$ cat config.mk
export PLATFORM = sky130hd
export DESIGN_NAME = folded_substring_line_matcher_core_flat
export DESIGN_NICKNAME = d
export VERILOG_FILES = /design/src/rtl/core/fslm_pkg.sv /design/src/rtl/core/fslm_in_if.sv /design/src/rtl/core/fslm_out_if.sv /design/src/rtl/core/folded_substring_line_matcher_core.sv /design/src/rtl/core/fslm_cell.sv /design/src/rtl/core/fslm_outq.sv /design/src/flat_wrapper.sv
export SDC_FILE = /design/constraint.sdc
export NUM_CORES = 2
export LEC_CHECK = 0
export CAP_MARGIN = 20
export CORE_MARGIN = 2
export CORE_UTILIZATION = 65
export CTS_CLUSTER_SIZE = 24
export DETAILED_ROUTE_END_ITERATION = 10
export DONT_BUFFER_PORTS = 1
export PLACE_DENSITY_LB_ADDON = 0.05
export SLEW_MARGIN = 20
export SYNTH_ARGS = -nofsm -noshare
export SYNTH_HDL_FRONTEND = slang
export SYNTH_SLANG_ARGS = --single-unit
$ cat constraint.sdc
create_clock -name clk -period 9.5 [get_ports clk]
set_input_delay 1.9 -clock clk [delete_from_list [all_inputs] [get_ports clk]]
set_output_delay 1.9 -clock clk [all_outputs]
set_load 0.01 [all_outputs]
$ cat src/rtl/core/fslm_pkg.sv
// fslm_pkg: shared constants, types and the Latin-1 fold function for the
// folded substring line matcher. No dependencies.
package fslm_pkg;

  localparam int NUM_CELLS      = 32;
  localparam int MAX_PATTERN    = 32;
  localparam int MAX_LINE_BYTES = 500;
  localparam int LINE_BYTES_W   = 10;
  localparam int LEN_W          = 6;
  localparam int LINE_NUM_W     = 32;
  localparam int CFG_IDX_W      = 3;
  localparam int CFG_DATA_W     = 64;
  localparam int NUM_WORDS      = 4;
  localparam int BYTES_PER_WORD = 8;

  localparam logic [7:0] LINE_END = 8'd10;
  localparam logic [7:0] CASE_GAP = 8'd32;

  typedef enum logic [CFG_IDX_W-1:0] {
    CFG_PATTERN_LEN = 3'd0,
    CFG_WORD_0      = 3'd1,
    CFG_WORD_1      = 3'd2,
    CFG_WORD_2      = 3'd3,
    CFG_WORD_3      = 3'd4
  } cfg_idx_t;

  // per-cell pattern control
  typedef struct packed {
    logic       active;
    logic       last;
    logic [7:0] pat_byte;
  } cell_ctl_t;

  // per-byte step control shared by all cells
  typedef struct packed {
    logic advance;
    logic clear;
  } step_t;

  typedef struct packed {
    logic [LINE_NUM_W-1:0] line_number;
    logic                  overflow;
  } result_t;

  function automatic logic [7:0] fold_byte(input logic [7:0] b);
    logic [7:0] c;
    c = b;
    case (b)
      8'd224, 8'd225, 8'd226, 8'd227, 8'd228, 8'd229: c = "a";
      8'd192, 8'd193, 8'd194, 8'd195, 8'd196, 8'd197: c = "A";
      8'd232, 8'd233, 8'd234, 8'd235:                 c = "e";
      8'd200, 8'd201, 8'd202, 8'd203:                 c = "E";
      8'd236, 8'd237, 8'd238, 8'd239:                 c = "i";
      8'd204, 8'd205, 8'd206, 8'd207:                 c = "I";
      8'd242, 8'd243, 8'd244, 8'd246, 8'd248:         c = "o";
      8'd210, 8'd211, 8'd212, 8'd214, 8'd216:         c = "O";
      8'd249, 8'd250, 8'd251, 8'd252:                 c = "u";
      8'd217, 8'd218, 8'd219, 8'd220:                 c = "U";
      8'd255: c = "y";
      8'd199: c = "C";
      8'd231: c = "c";
      8'd163: c = "L";
      8'd159: c = "f";
      8'd241: c = "n";
      8'd209: c = "N";
      8'd208: c = "D";
      default: c = b;
    endcase
    if (c >= "A" && c <= "Z") begin
      c = c + CASE_GAP;
    end
    return c;
  endfunction

endpackage

$ cat src/rtl/core/fslm_in_if.sv
// fslm_in_if: valid/ready channel carrying one text byte per transaction.
// No dependencies.
interface fslm_in_if;
  logic       valid;
  logic       ready;
  logic [7:0] text_byte;

  modport source (output valid, output text_byte, input ready);
  modport sink   (input valid, input text_byte, output ready);
endinterface

$ cat src/rtl/core/fslm_out_if.sv
// fslm_out_if: valid/ready channel carrying one line report per transaction.
// No dependencies.
interface fslm_out_if;
  logic        valid;
  logic        ready;
  logic [31:0] line_number;
  logic        overflow;

  modport source (output valid, output line_number, output overflow, input ready);
  modport sink   (input valid, input line_number, input overflow, output ready);
endinterface

$ cat src/rtl/core/folded_substring_line_matcher_core.sv
// Folded substring line matcher: case- and accent-insensitive search of a
// configured pattern (up to 32 bytes) over a Latin-1 byte stream; reports the
// number of each line containing the pattern when its newline arrives.
// Depends on fslm_pkg, fslm_in_if, fslm_out_if, fslm_cell, fslm_outq.
//
// One text byte is taken every cycle: a row of 32 match cells updates the
// whole partial-match vector in the cycle the byte is accepted, and a report
// goes into a two-entry output queue, so in_ch.ready drops only while both
// queue entries hold untaken reports. A line of 500 bytes or more before its
// newline yields one overflow report and the block then discards input until
// reset. Pattern registers are written through cfg_we/cfg_index/cfg_data and
// apply from the next byte; there is no startup delay after reset.
module folded_substring_line_matcher_core (
  input  logic                             clk,
  input  logic                             rst_n,
  fslm_in_if.sink                          in_ch,
  fslm_out_if.source                       out_ch,
  input  logic                             cfg_we,
  input  logic [fslm_pkg::CFG_IDX_W-1:0]   cfg_index,
  input  logic [fslm_pkg::CFG_DATA_W-1:0]  cfg_data
);
  import fslm_pkg::*;

  logic [LEN_W-1:0]        pattern_len_r;
  logic [CFG_DATA_W-1:0]   pat_words_r [NUM_WORDS];
  logic [LINE_NUM_W-1:0]   line_cnt_r, line_cnt_nxt;
  logic [LINE_BYTES_W-1:0] bytes_r, bytes_nxt;
  logic                    line_hit_r, line_hit_nxt;
  logic                    halted_r, halted_nxt;

  logic [LEN_W-1:0]        len_used;
  logic [7:0]              text_fold;
  cell_ctl_t               ctl [NUM_CELLS];
  step_t                   step;
  logic [NUM_CELLS-1:0]    bits;
  logic [NUM_CELLS-1:0]    hits;

  logic in_fire, live, over, ovf_event, proc, is_nl, hit_any, line_hit_now;
  logic push, q_full;
  result_t push_data;

  // configuration
  always_ff @(posedge clk) begin
    if (!rst_n) begin
      pattern_len_r <= '0;
      for (int w = 0; w < NUM_WORDS; w++) begin
        pat_words_r[w] <= '0;
      end
    end else if (cfg_we) begin
      case (cfg_index)
        CFG_PATTERN_LEN: pattern_len_r  <= cfg_data[LEN_W-1:0];
        CFG_WORD_0:      pat_words_r[0] <= cfg_data;
        CFG_WORD_1:      pat_words_r[1] <= cfg_data;
        CFG_WORD_2:      pat_words_r[2] <= cfg_data;
        CFG_WORD_3:      pat_words_r[3] <= cfg_data;
        default: ;
      endcase
    end
  end

  assign len_used = (pattern_len_r > LEN_W'(MAX_PATTERN)) ? LEN_W'(MAX_PATTERN)
                                                          : pattern_len_r;

  // step control
  assign in_ch.ready  = !q_full;
  assign in_fire      = in_ch.valid & in_ch.ready;
  assign live         = in_fire & !halted_r;
  assign over         = (bytes_r >= LINE_BYTES_W'(MAX_LINE_BYTES));
  assign ovf_event    = live & over;
  assign proc         = live & !over;
  assign is_nl        = (in_ch.text_byte == LINE_END);
  assign text_fold    = fold_byte(in_ch.text_byte);
  assign step.advance = proc;
  assign step.clear   = is_nl;

  // match chain
  for (genvar j = 0; j < NUM_CELLS; j++) begin : g_cell
    logic prev;
    assign ctl[j].active   = (LEN_W'(j) < len_used);
    assign ctl[j].last     = (LEN_W'(j + 1) == len_used);
    assign ctl[j].pat_byte =
      pat_words_r[j / BYTES_PER_WORD][(j % BYTES_PER_WORD) * 8 +: 8];
    if (j == 0) begin : g_head
      assign prev = 1'b1;
    end else begin : g_link
      assign prev = bits[j-1];
    end
    fslm_cell u_cell (
      .clk       (clk),
      .rst_n     (rst_n),
      .ctl       (ctl[j]),
      .step      (step),
      .text_fold (text_fold),
      .prev_bit  (prev),
      .match_bit (bits[j]),
      .hit       (hits[j])
    );
  end

  assign hit_any      = |hits;
  assign line_hit_now = line_hit_r | hit_any;

  assign push                  = ovf_event | (proc & is_nl & line_hit_now);
  assign push_data.line_number = line_cnt_r;
  assign push_data.overflow    = ovf_event;

  // line state
  always_comb begin
    line_cnt_nxt = line_cnt_r;
    bytes_nxt    = bytes_r;
    line_hit_nxt = line_hit_r;
    halted_nxt   = halted_r | ovf_event;
    if (proc) begin
      if (is_nl) begin
        bytes_nxt    = '0;
        line_hit_nxt = 1'b0;
        if (line_cnt_r != '1) begin
          line_cnt_nxt = line_cnt_r + 1'b1;
        end
      end else begin
        bytes_nxt    = bytes_r + 1'b1;
        line_hit_nxt = line_hit_now;
      end
    end
  end

  always_ff @(posedge clk) begin
    if (!rst_n) begin
      line_cnt_r <= LINE_NUM_W'(1);
      bytes_r    <= '0;
      line_hit_r <= 1'b0;
      halted_r   <= 1'b0;
    end else begin
      line_cnt_r <= line_cnt_nxt;
      bytes_r    <= bytes_nxt;
      line_hit_r <= line_hit_nxt;
      halted_r   <= halted_nxt;
    end
  end

  fslm_outq u_outq (
    .clk       (clk),
    .rst_n     (rst_n),
    .push      (push),
    .push_data (push_data),
    .full      (q_full),
    .out_ch    (out_ch)
  );

  // checks
  a_stall_has_result: assert property (@(posedge clk) disable iff (!rst_n)
    !in_ch.ready |-> out_ch.valid)
    else $error("input stalled with empty output");

  a_overflow_halts: assert property (@(posedge clk) disable iff (!rst_n)
    ovf_event |=> halted_r)
    else $error("overflow did not halt");

  a_halt_sticks: assert property (@(posedge clk) disable iff (!rst_n)
    halted_r |=> halted_r)
    else $error("halt released without reset");

  a_newline_clears: assert property (@(posedge clk) disable iff (!rst_n)
    (proc && is_nl) |=> (bytes_r == '0 && !line_hit_r && bits == '0))
    else $error("line state not cleared at newline");

  a_line_nonzero: assert property (@(posedge clk) disable iff (!rst_n)
    line_cnt_r != '0)
    else $error("line counter wrapped to zero");

endmodule

$ cat src/rtl/core/fslm_cell.sv
// fslm_cell: one position of the shift-and match chain; holds one partial
// match bit and compares its folded pattern byte with the folded text byte.
// Depends on fslm_pkg.
module fslm_cell (
  input  logic              clk,
  input  logic              rst_n,
  input  fslm_pkg::cell_ctl_t ctl,
  input  fslm_pkg::step_t   step,
  input  logic [7:0]        text_fold,
  input  logic              prev_bit,
  output logic              match_bit,
  output logic              hit
);
  import fslm_pkg::*;

  logic bit_r;
  logic bit_nxt;
  logic match_now;

  assign match_now = prev_bit & ctl.active & (fold_byte(ctl.pat_byte) == text_fold);
  assign hit       = match_now & ctl.last;
  assign match_bit = bit_r;

  always_comb begin
    bit_nxt = bit_r;
    if (step.advance) begin
      bit_nxt = step.clear ? 1'b0 : match_now;
    end
  end

  always_ff @(posedge clk) begin
    if (!rst_n) begin
      bit_r <= 1'b0;
    end else begin
      bit_r <= bit_nxt;
    end
  end

endmodule

$ cat src/rtl/core/fslm_outq.sv
// fslm_outq: two-entry result queue (output register plus skid entry) that
// decouples the matcher from the result channel. Depends on fslm_pkg, fslm_out_if.
module fslm_outq (
  input  logic              clk,
  input  logic              rst_n,
  input  logic              push,
  input  fslm_pkg::result_t push_data,
  output logic              full,
  fslm_out_if.source        out_ch
);
  import fslm_pkg::*;

  logic [1:0] cnt_r, cnt_nxt;
  logic [1:0] occ;
  result_t    slot0_r, slot0_nxt;
  result_t    slot1_r, slot1_nxt;
  logic       pop;

  assign pop                = out_ch.valid & out_ch.ready;
  assign out_ch.valid       = (cnt_r != 2'd0);
  assign out_ch.line_number = slot0_r.line_number;
  assign out_ch.overflow    = slot0_r.overflow;
  assign full               = (cnt_r == 2'd2);

  always_comb begin
    occ       = cnt_r - {1'b0, pop};
    slot0_nxt = pop ? slot1_r : slot0_r;
    slot1_nxt = slot1_r;
    if (push) begin
      if (occ == 2'd0) begin
        slot0_nxt = push_data;
      end else begin
        slot1_nxt = push_data;
      end
    end
    cnt_nxt = occ + {1'b0, push};
  end

  always_ff @(posedge clk) begin
    if (!rst_n) begin
      cnt_r <= 2'd0;
    end else begin
      cnt_r <= cnt_nxt;
    end
  end

  always_ff @(posedge clk) begin
    slot0_r <= slot0_nxt;
    slot1_r <= slot1_nxt;
  end

endmodule

$ cat src/flat_wrapper.sv
// flat-port wrapper written by rule: the top's interface ports become plain ports
module folded_substring_line_matcher_core_flat import fslm_pkg::*;
  (clk, rst_n, cfg_we, cfg_index, cfg_data, in_ch_valid, in_ch_text_byte, in_ch_ready, out_ch_valid, out_ch_line_number, out_ch_overflow, out_ch_ready);
  fslm_in_if in_ch_i ();
  fslm_out_if out_ch_i ();
  input  logic clk;
  input  logic rst_n;
  input  logic cfg_we;
  input  logic [fslm_pkg::CFG_IDX_W-1:0] cfg_index;
  input  logic [fslm_pkg::CFG_DATA_W-1:0] cfg_data;
  input wire logic [$bits(in_ch_i.valid)-1:0] in_ch_valid;
  input wire logic [$bits(in_ch_i.text_byte)-1:0] in_ch_text_byte;
  output wire logic [$bits(in_ch_i.ready)-1:0] in_ch_ready;
  output wire logic [$bits(out_ch_i.valid)-1:0] out_ch_valid;
  output wire logic [$bits(out_ch_i.line_number)-1:0] out_ch_line_number;
  output wire logic [$bits(out_ch_i.overflow)-1:0] out_ch_overflow;
  input wire logic [$bits(out_ch_i.ready)-1:0] out_ch_ready;
  assign in_ch_i.valid = in_ch_valid;
  assign in_ch_i.text_byte = in_ch_text_byte;
  assign in_ch_ready = in_ch_i.ready;
  assign out_ch_valid = out_ch_i.valid;
  assign out_ch_line_number = out_ch_i.line_number;
  assign out_ch_overflow = out_ch_i.overflow;
  assign out_ch_i.ready = out_ch_ready;
  folded_substring_line_matcher_core u_core (.clk(clk), .rst_n(rst_n), .in_ch(in_ch_i), .out_ch(out_ch_i), .cfg_we(cfg_we), .cfg_index(cfg_index), .cfg_data(cfg_data));
endmodule
Word level (Yosys, flattened, before mapping)
Memories as Yosys holds them, arrays and structs flattened.
Cells that the tools add are included.
{ "totals": {"reg_bits": 149, "ram_bits": 256, "in_bits": 80, "wordCells": 2639, "mem_count": 1} }
{ "classes": {"add_sub_neg": 37, "order_cmp": 100, "eq_ne": 1853, "mux": 124, "bitwise": 110, "reduce_logical": 373} }
{ "memory_table": {"columns": ["memory", "words", "word_bits", "rd", "rd_ports_with_merged_regs", "wr", "line", "text"], "rows": [
  ["u_core.pat_words_r", 4, 64, 4, 0, 4, "folded_substring_line_matcher_core.sv:25", "logic [CFG_DATA_W-1:0] pat_words_r [NUM_WORDS];"]
]} }
{ "op_table": {"columns": ["operator", "count"], "rows": [
  ["8-bit equality test (second input constant)", 1782],
  ["8-bit case mux with 18 select lines", 33],
  ["4-bit OR reduction", 198],
  ["6-bit OR reduction", 66],
  ["5-bit OR reduction", 66],
  ["8-bit by 6-bit adder with 8-bit output (second input constant)", 33],
  ["8-bit by 7-bit greater-or-equal comparator with 1-bit output (second input constant)", 33],
  ["8-bit by 7-bit <= comparator with 1-bit output (second input constant)", 33],
  ["8-bit two-way mux", 33],
  ["8-bit equality test", 32],
  ["64-bit two-way mux", 4],
  ["1-bit bitwise AND", 102],
  ["33-bit two-way mux", 3],
  ["5-bit by 6-bit equality test with 1-bit output (first input constant)", 16],
  ["5-bit by 6-bit < comparator with 1-bit output (first input constant)", 16],
  ["1-bit two-way mux", 49],
  ["4-bit by 6-bit equality test with 1-bit output (first input constant)", 8],
  ["4-bit by 6-bit < comparator with 1-bit output (first input constant)", 8],
  ["1-bit logical AND", 33],
  ["32-bit by 1-bit adder with 32-bit output (second input constant)", 1],
  ["32-bit inequality test (second input constant)", 1],
  ["32-bit OR reduction", 1],
  ["3-bit by 6-bit equality test with 1-bit output (first input constant)", 4],
  ["3-bit by 6-bit < comparator with 1-bit output (first input constant)", 4],
  ["25 further kinds", 38]
]} }

Logic depth before layout (Yosys ltp)
An unclocked memory read counts as a cell.
{ "depth": {"ltp_word": 15, "mapped_depth": 23, "mapped_depth_nobuf": 21} }

Modules after synthesis
From an unflattened synthesis, not the netlist that was laid out.
{ "hier_totals": {"cells_unflattened": 4943, "hier_area_um2": 41989.0} }
{ "modules_own_cells": {"columns": ["mod", "n_inst", "cells_each", "area_each_um2", "seq_area_each_um2"], "rows": [
  ["fslm_cell", 32, 117, 825.8, 20.0],
  ["folded_substring_line_matcher_core", 1, 1045, 12961.2, 8688.3],
  ["fslm_outq", 1, 154, 2602.5, 1691.6]
]} }

Least setup slack after synthesis
No wires, ideal clock.
{ "synth_path": {"path_type": "input to register", "startpoint": "in in_ch_text_byte[5]", "endpoint": "reg u_core.u_outq.slot1_r[0] (netlist name) (enable)", "setup_time_ps": 474, "t_arrival_ps": 7628, "required_time_ps": 9026, "path_slack_ps": 1398, "stages": 17, "n_path_buf": 3, "cell_sequence": "buf_2 nand4_1 o22ai_1 a211oi_2 nand3b_1 ha_1 nand2b_1 o21a_1 buf_2 buf_6 a21oi_1 nand3_1 a2111oi_0 a2111oi_0 nand3_1 o21bai_1 a21boi_0"} }
{ "synth_via": {"elab_chain_len": 14} }
{ "synth_rtl": {"columns": ["element", "line", "text"], "rows": [
  ["start, declared", "flat_wrapper.sv:12", "input wire logic [$bits(in_ch_i.text_byte)-1:0] in_ch_text_byte;"],
  ["8-bit equality test", "fslm_pkg.sv:48", "case (b)"],
  ["6-bit OR reduction, or another cell as far along", "fslm_pkg.sv:48", null],
  ["8-bit case mux with 18 select lines", "fslm_pkg.sv:48", null],
  ["8-bit by 7-bit greater-or-equal comparator with 1-bit output / 8-bit by 7-bit <= comparator with 1-bit output (equally long branches)", "fslm_pkg.sv:69", "if (c >= \"A\" && c <= \"Z\") begin"],
  ["1-bit logical AND", "fslm_pkg.sv:69", null],
  ["8-bit two-way mux", "fslm_pkg.sv:69", null],
  ["8-bit equality test", "fslm_cell.sv:20", "assign match_now = prev_bit & ctl.active & (fold_byte(ctl.pat_byte) == text_fold);"],
  ["1-bit bitwise AND", "fslm_cell.sv:20", null],
  ["1-bit bitwise AND", "fslm_cell.sv:21", "assign hit = match_now & ctl.last;"],
  ["32-bit OR reduction", "folded_substring_line_matcher_core.sv:100", "assign hit_any = |hits;"],
  ["1-bit OR", "folded_substring_line_matcher_core.sv:101", "assign line_hit_now = line_hit_r | hit_any;"],
  ["1-bit bitwise AND *", "folded_substring_line_matcher_core.sv:103", "assign push = ovf_event | (proc & is_nl & line_hit_now);"],
  ["1-bit OR *", "folded_substring_line_matcher_core.sv:103", null],
  ["2-bit AND reduction (no source line) *", null, null],
  ["end signal, assigned", "fslm_outq.sv:49", "slot1_r <= slot1_nxt;"],
  ["end, declared", "fslm_outq.sv:16", "result_t slot1_r, slot1_nxt;"]
]} }
Every way passes the cells marked *; elsewhere a longest branch is shown, timed or not.
A chain may end at the register's enable or synchronous reset.

==> impl_metrics.ini <==
[layout]
drive_gt1_share_pct = 5.63
area_delta_synth_final_pct = 3.70
num-nets-final = 4558
design_area_sq_mm = 0.0391
diodes = 0
multiInputGateArea_sq_mm = 0.0248
final_cell_count_no_fill = 5244
final_util_pct = 68.0
fill_cells = 4925
seqCellArea_sq_mm = 0.0110

[timing]
setup_viol = 0
period_needed_ns = 7.22
relSlewSlack_pct = 25.3
fin_crit_sh_pct = 76.0
hold_ws_ns = 0.453
hold_viol = 0
final.setup.worst_slack_ns = 2.28
rsz0062_at_grt = false
fin_skew_ns = 0.0239
tns_ns = 0
clock.fmax_mhz = 139
slew_violations = 0
worstMarginPinSlew_ns = 1.09

[global_route]
grt_max_degree = 72
grt_overflow = 0
grt_pass1_vias = 31900
antenna_found_initial = 2
track_usage_pct = 35.7
grt_pass1_wl_um = 175000

[power_and_ir_drop]
vdd_ir_drop_max_uv = 181
power.density_mw_per_mm2 = 143
leakagePower_nw = 13.9
finalPower_mw = 5.59

[yosys]
ys_seq_elements = 405
synth-edff-count = 289
ys_warn_count = 0
syn-num-nets = 4839
yosys_most_used_dff = edfxtp_1
syn_avg_cell_area_sq_um = 7.98
synth_cells = 4721
yosysUniqueCellTypes = 97
syn_area_sq_mm = 0.0377
synth-seq-area-share_pct = 29.2
synth-async-reset-ratio_pct = 0

[die]
start_util_pct = 65.6
die_w_um = 245
dieArea_sq_mm = 0.0599
num_rows = 88
core_sq_mm = 0.0575
fp.dieH_um = 245
pin_count = 115

[drt]
antenna_left = 0
drt-total-wl_um = 111000
vias_per_cell = 6.92
vias = 36300
first_iter_violations = 4369
wl_met3_um = 9710
wl_per_cell_um = 21.2
route.detailed.drc = 0
dr.pass1.iters = 6
dr_wl_met2_um = 50900
dr.max_layer_used = met4
wl_met1_um = 47100

[worst_hold_path]
hp-class = register to register
holdPathStages = 2
hold_end = u_core.g_cell[11].u_cell.match_bit
min_from = u_core.g_cell[11].u_cell.match_bit

[clock_network]
post_cts_resized = 0
cts-buffers-inserted = 48
cts_tree = built
cts_root_buf = clkbuf_16
ctsHoldBuffers = 0
h-tree-depth = 2
clock_path_buffers = 3
clkSlewWorstSetupHoldPaths_ns = 0.06
clkLatencyLatePin_ns = 0.62
cts_post_setup_buffers_inserted = 0
cts.sinks = 405

[placed_design]
placed_cell_area_sq_mm = 0.0375
dp_cells = 5155
post-dp-hpwl_um = 77300
numPortBuffers = 0
gp_congestion = 0.978
dpl_worst_slack_ns = 1.79

[setup_path]
cp_slowest_stage_delay_ns = 0.89
reg2reg_setup_slack_ns = 3.19
endpoint_kind = register
crit_required_ns = 9.99
crit_family = compound AO/OA/AOI/OAI gates
r2r_end = u_core.u_outq.out_ch.line_number[13]
critical_path_arrival_ns = 7.70
crit_type = input pin to register
r2r_start = u_core.pat_words_r[1][3]
crit_fanout = 32
path_buf_inv = 2
cp-start-kind = input pin
cp_slowest_cell = a311oi_4
cp_common_cell = buf_4
path_depth = 16
path_cells = or3_1 > nor3_1 > a211oi_2 > a311oi_4 > a211oi_4 > o21ai_4 > buf_4 > xor2_1 > nor4b_1 > a32oi_1 > o311ai_0 > a311oi_1 > nand3_1 > o31ai_4 > buf_4 > mux2_1
r2r.worst_path.cells = 18

[run]
drv_cap = 0

[status]
run_status = complete, no violations
## Yosys cell counts, drive strengths merged (47+ instances only)
master	instances	area, sq um
o211ai	48	360
a211oi	58	453
or3	60	375
nor3	130	651
o21ai	209	1070
a21o	56	420
dfxtp	116	2320
xor2	100	876
buf	47	268
nand3	203	1020
nor2	314	1180
nand4	96	601
and2	325	2030
clkbuf	308	1160
inv	156	586
xnor2	189	1660
and3	72	450
mux2	66	743
edfxtp	289	8680
nand2	380	1430
a31oi	79	500
nor2b	103	644
nand2b	85	532
nor4	70	438
a21oi	242	1230
## power breakdown
group	total (mW)	switching, mW	internal [mW]
Combinational	1.34	0.761	0.578
Sequential	2.37	0.334	2.04
Clock	1.88	0.823	1.06
## cells by family after synthesis
group	share of synthesized area (%)
compound gates	23.3
xor+xnor	6.72
fa+ha+maj	1.26
buf+inv	5.35
flops	29.2
mux	2.74
simple gates	31.5
## final cells by class
type                    count  area share, %
clock buffers              55           3.14
clock inverters            34          0.922
inverters                 158           1.52
multi-input cells        3803           63.4
flip-flops and latches    405           28.2
well taps                 765           2.45
repair buffers             24          0.461
## worst max path at each step
stage | start | to | slack (ns)
floorplan | in_ch_text_byte[5] | u_core.u_outq.slot1_r[0] | 1.40
global placement | in_ch_text_byte[2] | u_core.u_outq.out_ch.line_number[31] | 1.89
detailed placement | in_ch_text_byte[1] | u_core.u_outq.out_ch.line_number[23] | 1.79
CTS | in_ch_text_byte[1] | u_core.u_outq.out_ch.line_number[13] | 2.42
global route | in_ch_text_byte[1] | u_core.u_outq.out_ch.line_number[25] | 1.92
finish | in_ch_text_byte[1] | u_core.u_outq.out_ch.line_number[13] | 2.28
## layer usage
| metal | vias to the layer above | GRT usage [%] |
|---|---|---|
| li1 | 17100 | - |
| met1 | 17200 | 49.3 |
| met2 | 1764 | 57.2 |
| met3 | 269 | 5.67 |
| met4 | 0 | 11.3 |
| met5 | - | 0 |
## cells in the final DEF, fill, tap and decap left out, types with 26 or more instances in the layout
master and n:
or2_2 35, nand3b_1 33, xor2_1 100, nand2b_1 85, mux2_2 38, a21boi_0 34, o21ai_0 206, nor2b_1 103
o211ai_1 48, nand4_1 96, and3_1 72, a211oi_1 56, edfxtp_1 289, nand2_1 377, nand3_1 203, xnor2_1 189
nand4b_1 38, or3_1 60, a21o_1 55, nor4_1 70, nor2_1 311, and2_1 321, inv_1 155, clkbuf_16 48
a21oi_1 240, mux2_1 28, nor3_1 129, ha_1 38, nor3b_1 42, a211o_1 26, nor4b_1 28, a31oi_1 78
o21a_1 33, mux2i_1 29, dfxtp_1 116, o31ai_1 41
## state kept, by name, summed over array words and instances (netlist names)
signal and flops:
u_core.bytes_r 10, u_core.g_cell.u_cell.match_bit 31, u_core.halted_r 1, u_core.line_cnt_r 32, u_core.line_hit_r 1, u_core.pat_words_r 256
u_core.pattern_len_r 6, u_core.u_outq.cnt_r 2, u_core.u_outq.out_ch.line_number 32, u_core.u_outq.out_ch.overflow 1, u_core.u_outq.slot1_r 33
## worst reg2reg max path, delay by kind of cell, from the launching register on
family                     cells  cell delay, ns
AOI/OAI and AO/OA              9            2.62
adders and majority gates      1            0.28
muxes                          1            0.42
DFF                            1            0.68
and+or+nand+nor                3            1.28
buffers and inverters          3            0.71
xor gates and xnor gates       1            0.21
(Power assumes the default switching activity.)
